<file path="config.mk">
export PLATFORM = sky130hd
export DESIGN_NAME = nearest_circle_by_three_points_top_flat
export DESIGN_NICKNAME = d
export VERILOG_FILES = /design/src/rtl/ncp_pkg.sv /design/src/rtl/ncp_if.sv /design/src/rtl/ncp_ctrl.sv /design/src/rtl/ncp_dp.sv /design/src/rtl/nearest_circle_by_three_points_top.sv /design/src/flat_wrapper.sv
export SDC_FILE = /design/constraint.sdc
export NUM_CORES = 1
export LEC_CHECK = 0
export BUFFER_PORTS_ARGS = -buffer_cell sky130_fd_sc_hd__buf_4
export CORE_MARGIN = 2
export CORE_UTILIZATION = 35
export DETAILED_ROUTE_END_ITERATION = 12
export PLACE_DENSITY = 0.5
export SLEW_MARGIN = 10
export SYNTH_ARGS = -nofsm -noshare
export SYNTH_HDL_FRONTEND = slang
export SYNTH_HIERARCHICAL = 1
export SYNTH_SLANG_ARGS = --single-unit
</file>
<file path="constraint.sdc">
create_clock -name clk -period 16.2 [get_ports clk]
set_input_delay 3.24 -clock clk [delete_from_list [all_inputs] [get_ports clk]]
set_output_delay 3.24 -clock clk [all_outputs]
set_load 0.03 [all_outputs]
</file>
<file path="src/rtl/ncp_pkg.sv">
// Package for the nearest-circle picker: sizes, register codes and controller links.
`default_nettype none

package ncp_pkg;

  // Fixed-point format of coordinates and radii.
  localparam int INT_BITS  = 12;
  localparam int FRAC_BITS = 4;
  localparam int COORD_W   = INT_BITS + FRAC_BITS;

  // Squared component, radicand, root and cost widths.
  localparam int SQ_W    = 2 * COORD_W;
  localparam int RAD_W   = SQ_W + 1;
  localparam int ROOT_W  = (RAD_W + 1) / 2;
  localparam int RADP_W  = 2 * ROOT_W;
  localparam int REM_W   = ROOT_W + 3;
  localparam int ERR_W   = ROOT_W;
  localparam int COST_W  = ERR_W + 2;
  localparam int SCNT_W  = $clog2(ROOT_W);

  // Reference points and configuration port.
  localparam int NUM_POINTS = 3;
  localparam int PT_IDX_W   = $clog2(NUM_POINTS);
  localparam int CFG_IDX_W  = 3;

  typedef enum logic [CFG_IDX_W-1:0] {
    REG_P1_X = 3'd0,
    REG_P1_Y = 3'd1,
    REG_P2_X = 3'd2,
    REG_P2_Y = 3'd3,
    REG_P3_X = 3'd4,
    REG_P3_Y = 3'd5
  } cfg_reg_t;

  // Commands from the controller to the datapath.
  typedef struct packed {
    logic load;
    logic diff;
    logic mul_x;
    logic mul_y;
    logic sqrt_init;
    logic sqrt_step;
    logic accum;
    logic decide;
  } dp_cmd_t;

  // Status from the datapath to the controller.
  typedef struct packed {
    logic sqrt_last;
    logic pt_last;
    logic item_last;
    logic out_free;
  } dp_sts_t;

endpackage

`default_nettype wire

</file>
<file path="src/rtl/ncp_if.sv">
// Channel interfaces of the nearest-circle picker: candidate input, result and configuration.
`default_nettype none

interface ncp_in_if;
  logic                        valid;
  logic                        ready;
  logic [ncp_pkg::COORD_W-1:0] circle_x;
  logic [ncp_pkg::COORD_W-1:0] circle_y;
  logic [ncp_pkg::COORD_W-1:0] circle_r;
  logic                        last_circle;

  modport source (output valid, circle_x, circle_y, circle_r, last_circle, input ready);
  modport sink   (input valid, circle_x, circle_y, circle_r, last_circle, output ready);
endinterface

interface ncp_out_if;
  logic                         valid;
  logic                         ready;
  logic [ncp_pkg::INT_BITS-1:0] best_centre_x;
  logic [ncp_pkg::INT_BITS-1:0] best_centre_y;
  logic [ncp_pkg::INT_BITS-1:0] best_radius;

  modport source (output valid, best_centre_x, best_centre_y, best_radius, input ready);
  modport sink   (input valid, best_centre_x, best_centre_y, best_radius, output ready);
endinterface

interface ncp_cfg_if;
  logic                          valid;
  logic                          ready;
  logic [ncp_pkg::CFG_IDX_W-1:0] index;
  logic [ncp_pkg::COORD_W-1:0]   data;

  modport source (output valid, index, data, input ready);
  modport sink   (input valid, index, data, output ready);
endinterface

`default_nettype wire

</file>
<file path="src/rtl/ncp_ctrl.sv">
// Controller state machine that sequences the cost computation for one candidate.
`default_nettype none

module ncp_ctrl (
  input  wire logic             clk,
  input  wire logic             rst_n,
  input  wire logic             in_valid,
  output logic                  in_ready,
  input  wire ncp_pkg::dp_sts_t sts,
  output ncp_pkg::dp_cmd_t      cmd
);

  typedef enum logic [2:0] {
    S_IDLE,
    S_DIFF,
    S_MULX,
    S_MULY,
    S_SINIT,
    S_SSTEP,
    S_ACCUM,
    S_DECIDE
  } state_t;

  state_t state_r;
  state_t state_nxt;

  // Next state and command decode.
  always_comb begin
    state_nxt = state_r;
    cmd       = '0;
    in_ready  = 1'b0;
    case (state_r)
      S_IDLE: begin
        in_ready = 1'b1;
        if (in_valid) begin
          cmd.load  = 1'b1;
          state_nxt = S_DIFF;
        end
      end
      S_DIFF: begin
        cmd.diff  = 1'b1;
        state_nxt = S_MULX;
      end
      S_MULX: begin
        cmd.mul_x = 1'b1;
        state_nxt = S_MULY;
      end
      S_MULY: begin
        cmd.mul_y = 1'b1;
        state_nxt = S_SINIT;
      end
      S_SINIT: begin
        cmd.sqrt_init = 1'b1;
        state_nxt     = S_SSTEP;
      end
      S_SSTEP: begin
        cmd.sqrt_step = 1'b1;
        if (sts.sqrt_last) begin
          state_nxt = S_ACCUM;
        end
      end
      S_ACCUM: begin
        cmd.accum = 1'b1;
        state_nxt = sts.pt_last ? S_DECIDE : S_DIFF;
      end
      S_DECIDE: begin
        // A final candidate waits until the result register is free.
        if (!sts.item_last || sts.out_free) begin
          cmd.decide = 1'b1;
          state_nxt  = S_IDLE;
        end
      end
      default: begin
        state_nxt = S_IDLE;
      end
    endcase
  end

  // State register.
  always_ff @(posedge clk) begin
    if (!rst_n) begin
      state_r <= S_IDLE;
    end else begin
      state_r <= state_nxt;
    end
  end

endmodule

`default_nettype wire

</file>
<file path="src/rtl/ncp_dp.sv">
// Datapath: reference point registers, shared multiplier, iterative square root, cost and keep logic.
`default_nettype none

module ncp_dp (
  input  wire logic                          clk,
  input  wire logic                          rst_n,
  // Configuration writes.
  input  wire logic                          cfg_we,
  input  wire logic [ncp_pkg::CFG_IDX_W-1:0] cfg_index,
  input  wire logic [ncp_pkg::COORD_W-1:0]   cfg_data,
  // Candidate payload.
  input  wire logic [ncp_pkg::COORD_W-1:0]   in_x,
  input  wire logic [ncp_pkg::COORD_W-1:0]   in_y,
  input  wire logic [ncp_pkg::COORD_W-1:0]   in_r,
  input  wire logic                          in_last,
  // Result channel.
  output logic                               out_valid,
  input  wire logic                          out_ready,
  output logic [ncp_pkg::INT_BITS-1:0]       out_x,
  output logic [ncp_pkg::INT_BITS-1:0]       out_y,
  output logic [ncp_pkg::INT_BITS-1:0]       out_r,
  // Controller link.
  input  wire ncp_pkg::dp_cmd_t              cmd,
  output ncp_pkg::dp_sts_t                   sts
);

  localparam int CW = ncp_pkg::COORD_W;

  // Reference points.
  logic [CW-1:0] px_r [ncp_pkg::NUM_POINTS];
  logic [CW-1:0] py_r [ncp_pkg::NUM_POINTS];

  // Current candidate.
  logic [CW-1:0] cx_r, cy_r, cr_r;
  logic          last_r;
  logic [ncp_pkg::PT_IDX_W-1:0] pt_r;

  // Distance computation.
  logic [CW-1:0]                  dx_r, dy_r;
  logic [ncp_pkg::SQ_W-1:0]       sqx_r, sqy_r;
  logic [ncp_pkg::RADP_W-1:0]     rad_r;
  logic [ncp_pkg::REM_W-1:0]      rem_r;
  logic [ncp_pkg::ROOT_W-1:0]     root_r;
  logic [ncp_pkg::SCNT_W-1:0]     scnt_r;
  logic [ncp_pkg::COST_W-1:0]     acc_r;

  // Kept circle.
  logic [ncp_pkg::COST_W-1:0] lowest_r;
  logic [CW-1:0]              kept_x_r, kept_y_r, kept_r_r;
  logic                       have_r;

  // Result register.
  logic                         out_valid_r;
  logic [ncp_pkg::INT_BITS-1:0] out_x_r, out_y_r, out_r_r;

  // Combinational helpers.
  logic [CW-1:0]                px_sel, py_sel;
  logic [CW-1:0]                mul_op;
  logic [ncp_pkg::SQ_W-1:0]     prod;
  logic [ncp_pkg::RAD_W-1:0]    rad_sum;
  logic [ncp_pkg::REM_W-1:0]    rem_sh, trial;
  logic [ncp_pkg::ERR_W-1:0]    cr_ext, err;
  logic                         take;
  logic [CW-1:0]                kx_new, ky_new, kr_new;

  assign px_sel = px_r[pt_r];
  assign py_sel = py_r[pt_r];

  // One multiplier, shared between the two squared components.
  assign mul_op  = cmd.mul_y ? dy_r : dx_r;
  assign prod    = ncp_pkg::SQ_W'(mul_op) * ncp_pkg::SQ_W'(mul_op);
  assign rad_sum = ncp_pkg::RAD_W'(sqx_r) + ncp_pkg::RAD_W'(sqy_r);

  // One restoring square-root step: bring down two radicand bits and try a one.
  assign rem_sh = {rem_r[ncp_pkg::REM_W-3:0], rad_r[ncp_pkg::RADP_W-1 -: 2]};
  assign trial  = ncp_pkg::REM_W'({root_r, 2'b01});

  // Absolute distance error against the radius.
  assign cr_ext = ncp_pkg::ERR_W'(cr_r);
  assign err    = (root_r >= cr_ext) ? (root_r - cr_ext) : (cr_ext - root_r);

  // Strictly smaller cost replaces the kept circle; the first candidate always does.
  assign take   = !have_r || (acc_r < lowest_r);
  assign kx_new = take ? cx_r : kept_x_r;
  assign ky_new = take ? cy_r : kept_y_r;
  assign kr_new = take ? cr_r : kept_r_r;

  // Status to the controller.
  assign sts.sqrt_last = (scnt_r == '0);
  assign sts.pt_last   = (pt_r == ncp_pkg::PT_IDX_W'(ncp_pkg::NUM_POINTS - 1));
  assign sts.item_last = last_r;
  assign sts.out_free  = !out_valid_r || out_ready;

  assign out_valid = out_valid_r;
  assign out_x     = out_x_r;
  assign out_y     = out_y_r;
  assign out_r     = out_r_r;

  // Configuration registers.
  always_ff @(posedge clk) begin
    if (!rst_n) begin
      for (int i = 0; i < ncp_pkg::NUM_POINTS; i++) begin
        px_r[i] <= '0;
        py_r[i] <= '0;
      end
    end else if (cfg_we) begin
      case (cfg_index)
        ncp_pkg::REG_P1_X: px_r[0] <= cfg_data;
        ncp_pkg::REG_P1_Y: py_r[0] <= cfg_data;
        ncp_pkg::REG_P2_X: px_r[1] <= cfg_data;
        ncp_pkg::REG_P2_Y: py_r[1] <= cfg_data;
        ncp_pkg::REG_P3_X: px_r[2] <= cfg_data;
        ncp_pkg::REG_P3_Y: py_r[2] <= cfg_data;
        default: ;
      endcase
    end
  end

  // Candidate capture and per-point arithmetic.
  always_ff @(posedge clk) begin
    if (cmd.load) begin
      cx_r   <= in_x;
      cy_r   <= in_y;
      cr_r   <= in_r;
      last_r <= in_last;
    end
    if (cmd.diff) begin
      dx_r <= (cx_r >= px_sel) ? (cx_r - px_sel) : (px_sel - cx_r);
      dy_r <= (cy_r >= py_sel) ? (cy_r - py_sel) : (py_sel - cy_r);
    end
    if (cmd.mul_x) begin
      sqx_r <= prod;
    end
    if (cmd.mul_y) begin
      sqy_r <= prod;
    end
    if (cmd.sqrt_init) begin
      rad_r  <= ncp_pkg::RADP_W'(rad_sum);
      rem_r  <= '0;
      root_r <= '0;
    end else if (cmd.sqrt_step) begin
      rad_r <= {rad_r[ncp_pkg::RADP_W-3:0], 2'b00};
      if (rem_sh >= trial) begin
        rem_r  <= rem_sh - trial;
        root_r <= {root_r[ncp_pkg::ROOT_W-2:0], 1'b1};
      end else begin
        rem_r  <= rem_sh;
        root_r <= {root_r[ncp_pkg::ROOT_W-2:0], 1'b0};
      end
    end
  end

  // Point index, step counter and cost accumulator.
  always_ff @(posedge clk) begin
    if (!rst_n) begin
      pt_r   <= '0;
      scnt_r <= '0;
      acc_r  <= '0;
    end else begin
      if (cmd.load) begin
        pt_r  <= '0;
        acc_r <= '0;
      end else if (cmd.accum) begin
        pt_r  <= pt_r + 1'b1;
        acc_r <= acc_r + ncp_pkg::COST_W'(err);
      end
      if (cmd.sqrt_init) begin
        scnt_r <= ncp_pkg::SCNT_W'(ncp_pkg::ROOT_W - 1);
      end else if (cmd.sqrt_step && (scnt_r != '0)) begin
        scnt_r <= scnt_r - 1'b1;
      end
    end
  end

  // Kept circle and result register.
  always_ff @(posedge clk) begin
    if (!rst_n) begin
      have_r      <= 1'b0;
      lowest_r    <= '0;
      kept_x_r    <= '0;
      kept_y_r    <= '0;
      kept_r_r    <= '0;
      out_valid_r <= 1'b0;
    end else begin
      if (cmd.decide && last_r) begin
        // Emit the kept circle in integer pixels and start a new list.
        out_x_r     <= kx_new[CW-1:ncp_pkg::FRAC_BITS];
        out_y_r     <= ky_new[CW-1:ncp_pkg::FRAC_BITS];
        out_r_r     <= kr_new[CW-1:ncp_pkg::FRAC_BITS];
        out_valid_r <= 1'b1;
        have_r      <= 1'b0;
        lowest_r    <= '0;
        kept_x_r    <= '0;
        kept_y_r    <= '0;
        kept_r_r    <= '0;
      end else begin
        if (out_valid_r && out_ready) begin
          out_valid_r <= 1'b0;
        end
        if (cmd.decide && take) begin
          have_r   <= 1'b1;
          lowest_r <= acc_r;
          kept_x_r <= cx_r;
          kept_y_r <= cy_r;
          kept_r_r <= cr_r;
        end
      end
    end
  end

endmodule

`default_nettype wire

</file>
<file path="src/rtl/nearest_circle_by_three_points_top.sv">
// Top level of the nearest-circle picker: channel wiring of controller and datapath.
//
//   Channel  Direction  Payload                                      Transfer
//   in_ch    sink       circle_x, circle_y, circle_r, last_circle    valid && ready
//   out_ch   source     best_centre_x, best_centre_y, best_radius    valid && ready
//   cfg_ch   sink       index (0..5 = point1_x .. point3_y), data    valid && ready
//
// Each candidate is accepted, then for each reference point the block forms the
// difference, makes two squarings on the one multiplier, loads the radicand,
// runs 17 square-root steps and accumulates, then compares and keeps.
// The 17-step square-root loop thus runs three times per candidate.
// Reset (rst_n low, synchronous) clears the points to zero and forgets any kept circle.
// A final candidate waits in its compare step while an earlier result is not yet taken.
`default_nettype none

module nearest_circle_by_three_points_top (
  input wire logic  clk,
  input wire logic  rst_n,
  ncp_in_if.sink    in_ch,
  ncp_out_if.source out_ch,
  ncp_cfg_if.sink   cfg_ch
);

  ncp_pkg::dp_cmd_t cmd;
  ncp_pkg::dp_sts_t sts;

  // Registers accept a write in every cycle.
  assign cfg_ch.ready = 1'b1;

  ncp_ctrl u_ctrl (
    .clk      (clk),
    .rst_n    (rst_n),
    .in_valid (in_ch.valid),
    .in_ready (in_ch.ready),
    .sts      (sts),
    .cmd      (cmd)
  );

  ncp_dp u_dp (
    .clk       (clk),
    .rst_n     (rst_n),
    .cfg_we    (cfg_ch.valid),
    .cfg_index (cfg_ch.index),
    .cfg_data  (cfg_ch.data),
    .in_x      (in_ch.circle_x),
    .in_y      (in_ch.circle_y),
    .in_r      (in_ch.circle_r),
    .in_last   (in_ch.last_circle),
    .out_valid (out_ch.valid),
    .out_ready (out_ch.ready),
    .out_x     (out_ch.best_centre_x),
    .out_y     (out_ch.best_centre_y),
    .out_r     (out_ch.best_radius),
    .cmd       (cmd),
    .sts       (sts)
  );

endmodule

`default_nettype wire
</file>
<file path="src/flat_wrapper.sv">
// flat-port wrapper written by rule: the top's interface ports become plain ports
module nearest_circle_by_three_points_top_flat 
  (clk, rst_n, in_ch_valid, in_ch_circle_x, in_ch_circle_y, in_ch_circle_r, in_ch_last_circle, in_ch_ready, out_ch_valid, out_ch_best_centre_x, out_ch_best_centre_y, out_ch_best_radius, out_ch_ready, cfg_ch_valid, cfg_ch_index, cfg_ch_data, cfg_ch_ready);
  ncp_in_if in_ch_i ();
  ncp_out_if out_ch_i ();
  ncp_cfg_if cfg_ch_i ();
  input wire logic clk;
  input wire logic rst_n;
  input wire logic [$bits(in_ch_i.valid)-1:0] in_ch_valid;
  input wire logic [$bits(in_ch_i.circle_x)-1:0] in_ch_circle_x;
  input wire logic [$bits(in_ch_i.circle_y)-1:0] in_ch_circle_y;
  input wire logic [$bits(in_ch_i.circle_r)-1:0] in_ch_circle_r;
  input wire logic [$bits(in_ch_i.last_circle)-1:0] in_ch_last_circle;
  output wire logic [$bits(in_ch_i.ready)-1:0] in_ch_ready;
  output wire logic [$bits(out_ch_i.valid)-1:0] out_ch_valid;
  output wire logic [$bits(out_ch_i.best_centre_x)-1:0] out_ch_best_centre_x;
  output wire logic [$bits(out_ch_i.best_centre_y)-1:0] out_ch_best_centre_y;
  output wire logic [$bits(out_ch_i.best_radius)-1:0] out_ch_best_radius;
  input wire logic [$bits(out_ch_i.ready)-1:0] out_ch_ready;
  input wire logic [$bits(cfg_ch_i.valid)-1:0] cfg_ch_valid;
  input wire logic [$bits(cfg_ch_i.index)-1:0] cfg_ch_index;
  input wire logic [$bits(cfg_ch_i.data)-1:0] cfg_ch_data;
  output wire logic [$bits(cfg_ch_i.ready)-1:0] cfg_ch_ready;
  assign in_ch_i.valid = in_ch_valid;
  assign in_ch_i.circle_x = in_ch_circle_x;
  assign in_ch_i.circle_y = in_ch_circle_y;
  assign in_ch_i.circle_r = in_ch_circle_r;
  assign in_ch_i.last_circle = in_ch_last_circle;
  assign in_ch_ready = in_ch_i.ready;
  assign out_ch_valid = out_ch_i.valid;
  assign out_ch_best_centre_x = out_ch_i.best_centre_x;
  assign out_ch_best_centre_y = out_ch_i.best_centre_y;
  assign out_ch_best_radius = out_ch_i.best_radius;
  assign out_ch_i.ready = out_ch_ready;
  assign cfg_ch_i.valid = cfg_ch_valid;
  assign cfg_ch_i.index = cfg_ch_index;
  assign cfg_ch_i.data = cfg_ch_data;
  assign cfg_ch_ready = cfg_ch_i.ready;
  nearest_circle_by_three_points_top u_core (.clk(clk), .rst_n(rst_n), .in_ch(in_ch_i), .out_ch(out_ch_i), .cfg_ch(cfg_ch_i));
endmodule
</file>
### Yosys cells after proc, flatten, opt, wreduce, memory -nomap -nowiden

Memories as Yosys holds them, arrays and structs flattened. A register that Yosys moved wholly into a read port is not among the register bits.
Cells that the tools add are included.

* order comparisons: 5
* multiply operators: 1
* add/sub/neg operators: 11
* mux-type cells: 66
* reduce and logical (&&, ||, !) cells: 22
* equal/unequal tests: 16
* bitwise gates (word level): 7

Operator list (number)
* 2-to-1 mux 16 bit: 12
* 2-to-1 mux 33 bit: 2
* subtractor 16 bit: 4
* 2-to-1 mux 1 bit: 39
* adder 32 x 32 -> 33 bit: 1
* >= comparator 16 bit: 2
* multiplier 16 x 16 -> 32 bit: 1
* one-hot mux 3 bit (8 select lines): 1
* >= comparator 20 x 19 -> 1 bit: 1
* adder 19 x 17 -> 19 bit: 1
* less-than comparator 19 bit: 1
* == test 3 bit (second input constant): 6
* 2-to-1 mux 18 bit: 1
* subtractor 18 bit: 1
* >= comparator 17 x 16 -> 1 bit: 1
* 2-to-1 mux 17 bit: 1
* subtractor 16 x 17 -> 17 bit: 1
* subtractor 17 x 16 -> 17 bit: 1
* == test 3 x 2 -> 1 bit (second input constant): 4
* 2-to-1 mux 3 bit: 4
* 2-to-1 mux 5 bit: 2
* 2-to-1 mux 2 bit: 4
* == test 3 x 1 -> 1 bit (second input constant): 2
* zero test 3 bit: 2
* 16 further kinds: 33

* output and inout bits: 39
* bits of input ports: 73
* bits in writable memories: 96
* word-level logic and storage cells: 156
* register bits after elaboration: 348
* memories kept: 2

Memory list
* u_core.u_dp.px_r: depth 3, width 16, rd ports 1, clocked after memory_dff 1, wr ports 3, RTL line ncp_dp.sv:30 `logic [CW-1:0] px_r [ncp_pkg::NUM_POINTS];`
* u_core.u_dp.py_r: depth 3, width 16, rd ports 1, clocked after memory_dff 1, wr ports 3, RTL line ncp_dp.sv:31 `logic [CW-1:0] py_r [ncp_pkg::NUM_POINTS];`

### Depth between registers and ports, before layout

* word-level depth: 7
* mapped depth: 31
* depth with buffers taken out: 28

### Cells and area by module

The synthesis kept the hierarchy.

Modules (own cells, without submodules)
* ncp_dp: cells each 2898, instances 1, sequential area each 11671.2 µm², area each 30041.3 µm²
* ncp_ctrl: cells each 31, instances 1, sequential area each 60.1 µm², area each 257.7 µm²
* nearest_circle_by_three_points_top: cells each 2, instances 1, sequential area each 0.0 µm², area each 11.3 µm²

### Worst setup path after synthesis

OpenSTA, ideal clock, no wires.

* kind: register -> register
* from: register u_core.u_ctrl.state_r[2]
* to: register u_core/u_dp/sqx_r[31] (netlist bit), data pin
* data required time: 15.936 ns
* setup time: 0.264 ns
* data arrival time: 8.533 ns
* cell stages (with the launch flop): 28
* slack: 7.403 ns
* path through: dfxtp_1 > buf_6 > and3b_1 > buf_1 > clkbuf_1 > mux2i_1 > clkinv_1 > nand2_1 > fa_1 > inv_1 > fa_1 > fa_1 > fa_1 > fa_1 > inv_1 > fa_1 > inv_1 > ha_1 > a21o_1 > a31o_2 > a22o_1 > a21o_1 > o41a_1 > a21boi_1 > a21oi_1 > a21o_1 > a21oi_1 > xnor2_1

RTL lines
* from (decl): RTL line ncp_ctrl.sv:24 `state_t state_r;`
* from (signal assigned): RTL line ncp_ctrl.sv:84 `state_r <= state_nxt;`
* to (signal assigned): RTL line ncp_dp.sv:132 `sqx_r <= prod;`
* to (decl): RTL line ncp_dp.sv:40 `logic [ncp_pkg::SQ_W-1:0] sqx_r, sqy_r;`

==> out/qor.csv <==
stage;metric;value;unit
run_status;outcome;completed;
detailed_routing;wire per inst;17.9;microns
cts;CTS Hold Buffers Added;0;
synthesis;area leader, netlist;edfxtp_1;
global_route;number of global-route vias before repair;21019;
setup_path;FF-to-FF path depth;24;
synthesis;Post-Syn Nets;3451;
detailed_routing;DR vias/cell;4.88;
global_route;global-route wire length before repair;118;mm
setup_path;Worst path depth;24;
sta;final setup fails;0;
synthesis;Compound-Gate Fraction of Synth Area;11.2;%
die;Top Ports;112;
cts;Clock Tree Buf Depth;3;
die;Initial Utilization;35.4;%
synthesis;largest cells by area after synthesis;edfxtp_1 (31%), ha_1 (11%), fa_1 (11%);
placement;DP HPWL;58.1;mm
synthesis;Syn Std Cell Area;0.0303;sq mm
global_route;largest net degree at the start of global routing;72;
cts;TritonCTS clock tree;built;
synthesis;Mapped Cells;2931;
synthesis;Synth cell types;86;
sta;relative slew slack;27.1;%
setup_path;Crit path top cell by count;fa_1;
cts;H-tree Lvls;2;
sta;Worst Max-Slew Pin Slew;1.09;ns
cts;clk slew on worst S/H paths;0.06;ns
synthesis;Syn. warnings;6;
run;Max Cap Viol;0;
global_route;antenna violations before repair;2;
cts;Clock Latency Late Sink;0.62;ns
sta;unrepaired setup endpoints after global routing;false;
layout;layout cell share with drive strength beyond 1;9.50;%
cts;postcts setup bufs;0;
synthesis;Syn Area/Cell;10.3;sq um
synthesis;mux contribution to synthesized area;6.67;%
die;Die Ht;298;microns
setup_path;Worst Setup EP;u_core/u_dp/sqy_r[31];
cts;CTS root buf;clkbuf_16;
setup_path;CP top delay family;adder cells;
setup_path;Crit. Startpoint;u_core/u_ctrl/state_r[1];
sta;Final Cycle Share;53.5;%
placement;Port Buffer Count;110;
die;area of the core;0.0855;sq mm
global_route;Overflow after GRT;0;
cts;Sink Count;432;
setup_path;Max Fanout on Critical Path;21;
synthesis;Post-synth top cells;inv_1 (401), edfxtp_1 (308), ha_1 (278), nor2_1 (250), nand2_1 (236);
sta;WHS;0.491;ns
synthesis;asr flop ratio synth;0;%
setup_path;Worst EP required;16.53;ns
setup_path;CP bufs+invs;4;
setup_path;reg-to-reg startpoint;u_core/u_ctrl/state_r[1];
detailed_routing;drt pass-1 iters;5;
synthesis;area share of fa/ha/maj cells after synthesis;22.6;%
layout;Design Area, Final;0.0340;sq mm
detailed_routing;drt drc;0;
sta;clock period minus worst slack;8.66;ns
die;DIE AREA;0.0890;sq mm
synthesis;Synth Area in Simple Gates;10.5;%
synthesis;#FFs+latches synth;432;
min_path;min-delay worst type;register to register;
setup_path;Max stage delay on crit path;0.66;ns
detailed_routing;Final ANT Viol Nets;0;
layout;# nets final;3532;
setup_path;CP max-delay cell;and3b_2;
cts;# resized after CTS;0;
layout;fillers;8351;
synthesis;EDFF count, synth;308;
detailed_routing;final WL;75.1;mm
setup_path;R2R setup slack;7.54;ns
sta;clock skew;0.0351;ns
setup_path;CP Capture Type;register;
sta;Final Max Slew Viols;0;
setup_path;reg2reg end;u_core/u_dp/sqy_r[31];
sta;Fmax achieved;0.115;GHz
cts;TritonCTS Buffers;51;
synthesis;Yosys top cell area share;30.5;%
placement;Placer Congestion;0.863;
placement;Setup Slack @ Placement;7.50;ns
detailed_routing;via count;20504;
die;# rows;107;
layout;P&R area growth vs syn;12.3;%
synthesis;sequential-to-total area share from yosys stat;38.7;%
sta;final hold vios;0;
sta;Setup WS post-layout;7.54;ns
die;die width;298;microns
setup_path;CP Launch Type;register;
synthesis;Synth Area in XOR/XNOR;3.73;%
synthesis;count leader, synth;inv_1;
setup_path;Worst Path Arrival;8.99;ns
placement;dpl cell area;0.0323;sq mm
setup_path;critical path cell sequence;and3b_2 > mux2i_1 > clkinv_1 > nand2_1 > fa_1 > fa_1 > inv_1 > fa_1 > fa_1 > fa_1 > inv_1 > fa_1 > inv_1 > ha_1 > a21o_1 > a31o_2 > a22o_1 > a21o_1 > o41a_1 > a21boi_1 > a21oi_1 > a21o_1 > a21oi_1 > xnor2_1;
setup_path;CP Class;register to register;
synthesis;ys flop type;edfxtp_1;
sta;setup TNS;0;ns
global_route;GRT Resource Usage Total;16.8;%
synthesis;main combinational cell family by area after synthesis;adder cells;
detailed_routing;DRT iter0 DRCs;1300;
==> worst register-to-register path, delay by kind of cell, from the launching register on <==
family                     cells  cell delay (ns)
adders and majority gates      7             3.34
AOI/OAI and AO/OA              9             2.00
and+or+nand+nor                2             0.95
muxes                          1             0.65
xor gates and xnor gates       1             0.10
buffers and inverters          4             0.72
DFF                            1             0.64
==> kinds of logic (layout without fill, tap and decap cells) <==
| family | count (synthesis) | in the layout |
|---|---|---|
| and+or+nand+nor | 705 | 705 |
| buffers and inverters | 512 | 634 |
| AOI/OAI and AO/OA | 508 | 508 |
| adders and majority gates | 447 | 447 |
| DFF | 432 | 432 |
| muxes | 197 | 197 |
| xor gates and xnor gates | 129 | 129 |
| other | 1 | 3 |
==> cell type report <==
type / instances / area, sq um / share of cell area [%]
clock inverters: 28 / 344 / 1.01
repair buffers: 132 / 991 / 2.91
inverters: 408 / 1530 / 4.50
well taps: 1144 / 1430 / 4.20
multi-input cells: 1987 / 16600 / 48.9
diodes: 2 / 5.00 / 0.0147
flip-flops and latches: 432 / 11700 / 34.5
clock buffers: 66 / 1360 / 4.00
==> routing by layer <==
| metal | global-route usage (%) | wire length, microns | vias up |
|---|---|---|---|
| met1 | 23.7 | 36500 | 9921 |
| met5 | 0 | 13 | - |
| li1 | - | - | 10138 |
| met3 | 2.01 | 2560 | 103 |
| met4 | 5.17 | 2130 | 2 |
| met2 | 26.8 | 33900 | 340 |
==> cells in the final DEF (no fill, tap or decap), types with 39 or more instances in the layout <==
master,synthesis,layout
a21o_1,75,75
a21oi_1,120,120
and2_1,40,39
buf_4,3,132
clkbuf_16,0,51
dfxtp_1,124,122
edfxtp_1,308,308
fa_1,169,169
ha_1,278,278
inv_1,401,401
mux2i_1,161,161
nand2_1,236,234
nor2_1,250,249
o21a_1,49,49
o21ai_0,98,94
xnor2_1,87,87
xor2_1,42,42
==> state kept, by name, indices dropped and copies added (netlist names), 2 cells and up, named ones only <==
register               flops
u_core/u_dp/cr_r          16
u_core/u_dp/scnt_r         5
u_core/u_dp/out_y         12
u_core/u_dp/cy_r          16
u_core/u_dp/lowest_r      19
u_core/u_dp/cx_r          16
u_core/u_dp/sqy_r         31
u_core/u_dp/acc_r         19
u_core/u_ctrl/state_r      3
u_core/u_dp/dy_r          16
u_core/u_dp/py_r          48
u_core/u_dp/sqx_r         31
u_core/u_dp/dx_r          16
u_core/u_dp/px_r          48
u_core/u_dp/kept_y_r      12
u_core/u_dp/rad_r         34
u_core/u_dp/kept_r_r      12
u_core/u_dp/pt_r           2
u_core/u_dp/root_r        17
u_core/u_dp/kept_x_r      12
u_core/u_dp/out_x         12
u_core/u_dp/rem_r         18
u_core/u_dp/out_r         12
==> worst min-delay path by stage <==
stage / cells past startpoint / to / startpoint
global placement: 2 / u_core/u_dp/kept_r_r[12] / u_core/u_dp/kept_r_r[12]
global route: 2 / u_core/u_dp/rem_r[16] / u_core/u_dp/rem_r[16]
detailed placement: 2 / u_core/u_dp/kept_x_r[15] / u_core/u_dp/kept_x_r[15]
floorplan: 2 / u_core/u_dp/rad_r[33] / u_core/u_dp/rad_r[31]
CTS: 2 / u_core/u_dp/rem_r[16] / u_core/u_dp/rem_r[16]
finish: 2 / u_core/u_dp/rem_r[16] / u_core/u_dp/rem_r[16]
==> per-stage QoR <==
step                instances  util [%]
global placement         4103      37.8
global route             4197      39.8
CTS                      4197      39.8
floorplan                2931         -
finish                   4199      39.8
detailed placement       4103      37.8
Power is not shown: default switching activity piles up to over one toggle a cycle in this logic, so the estimate is an artifact.
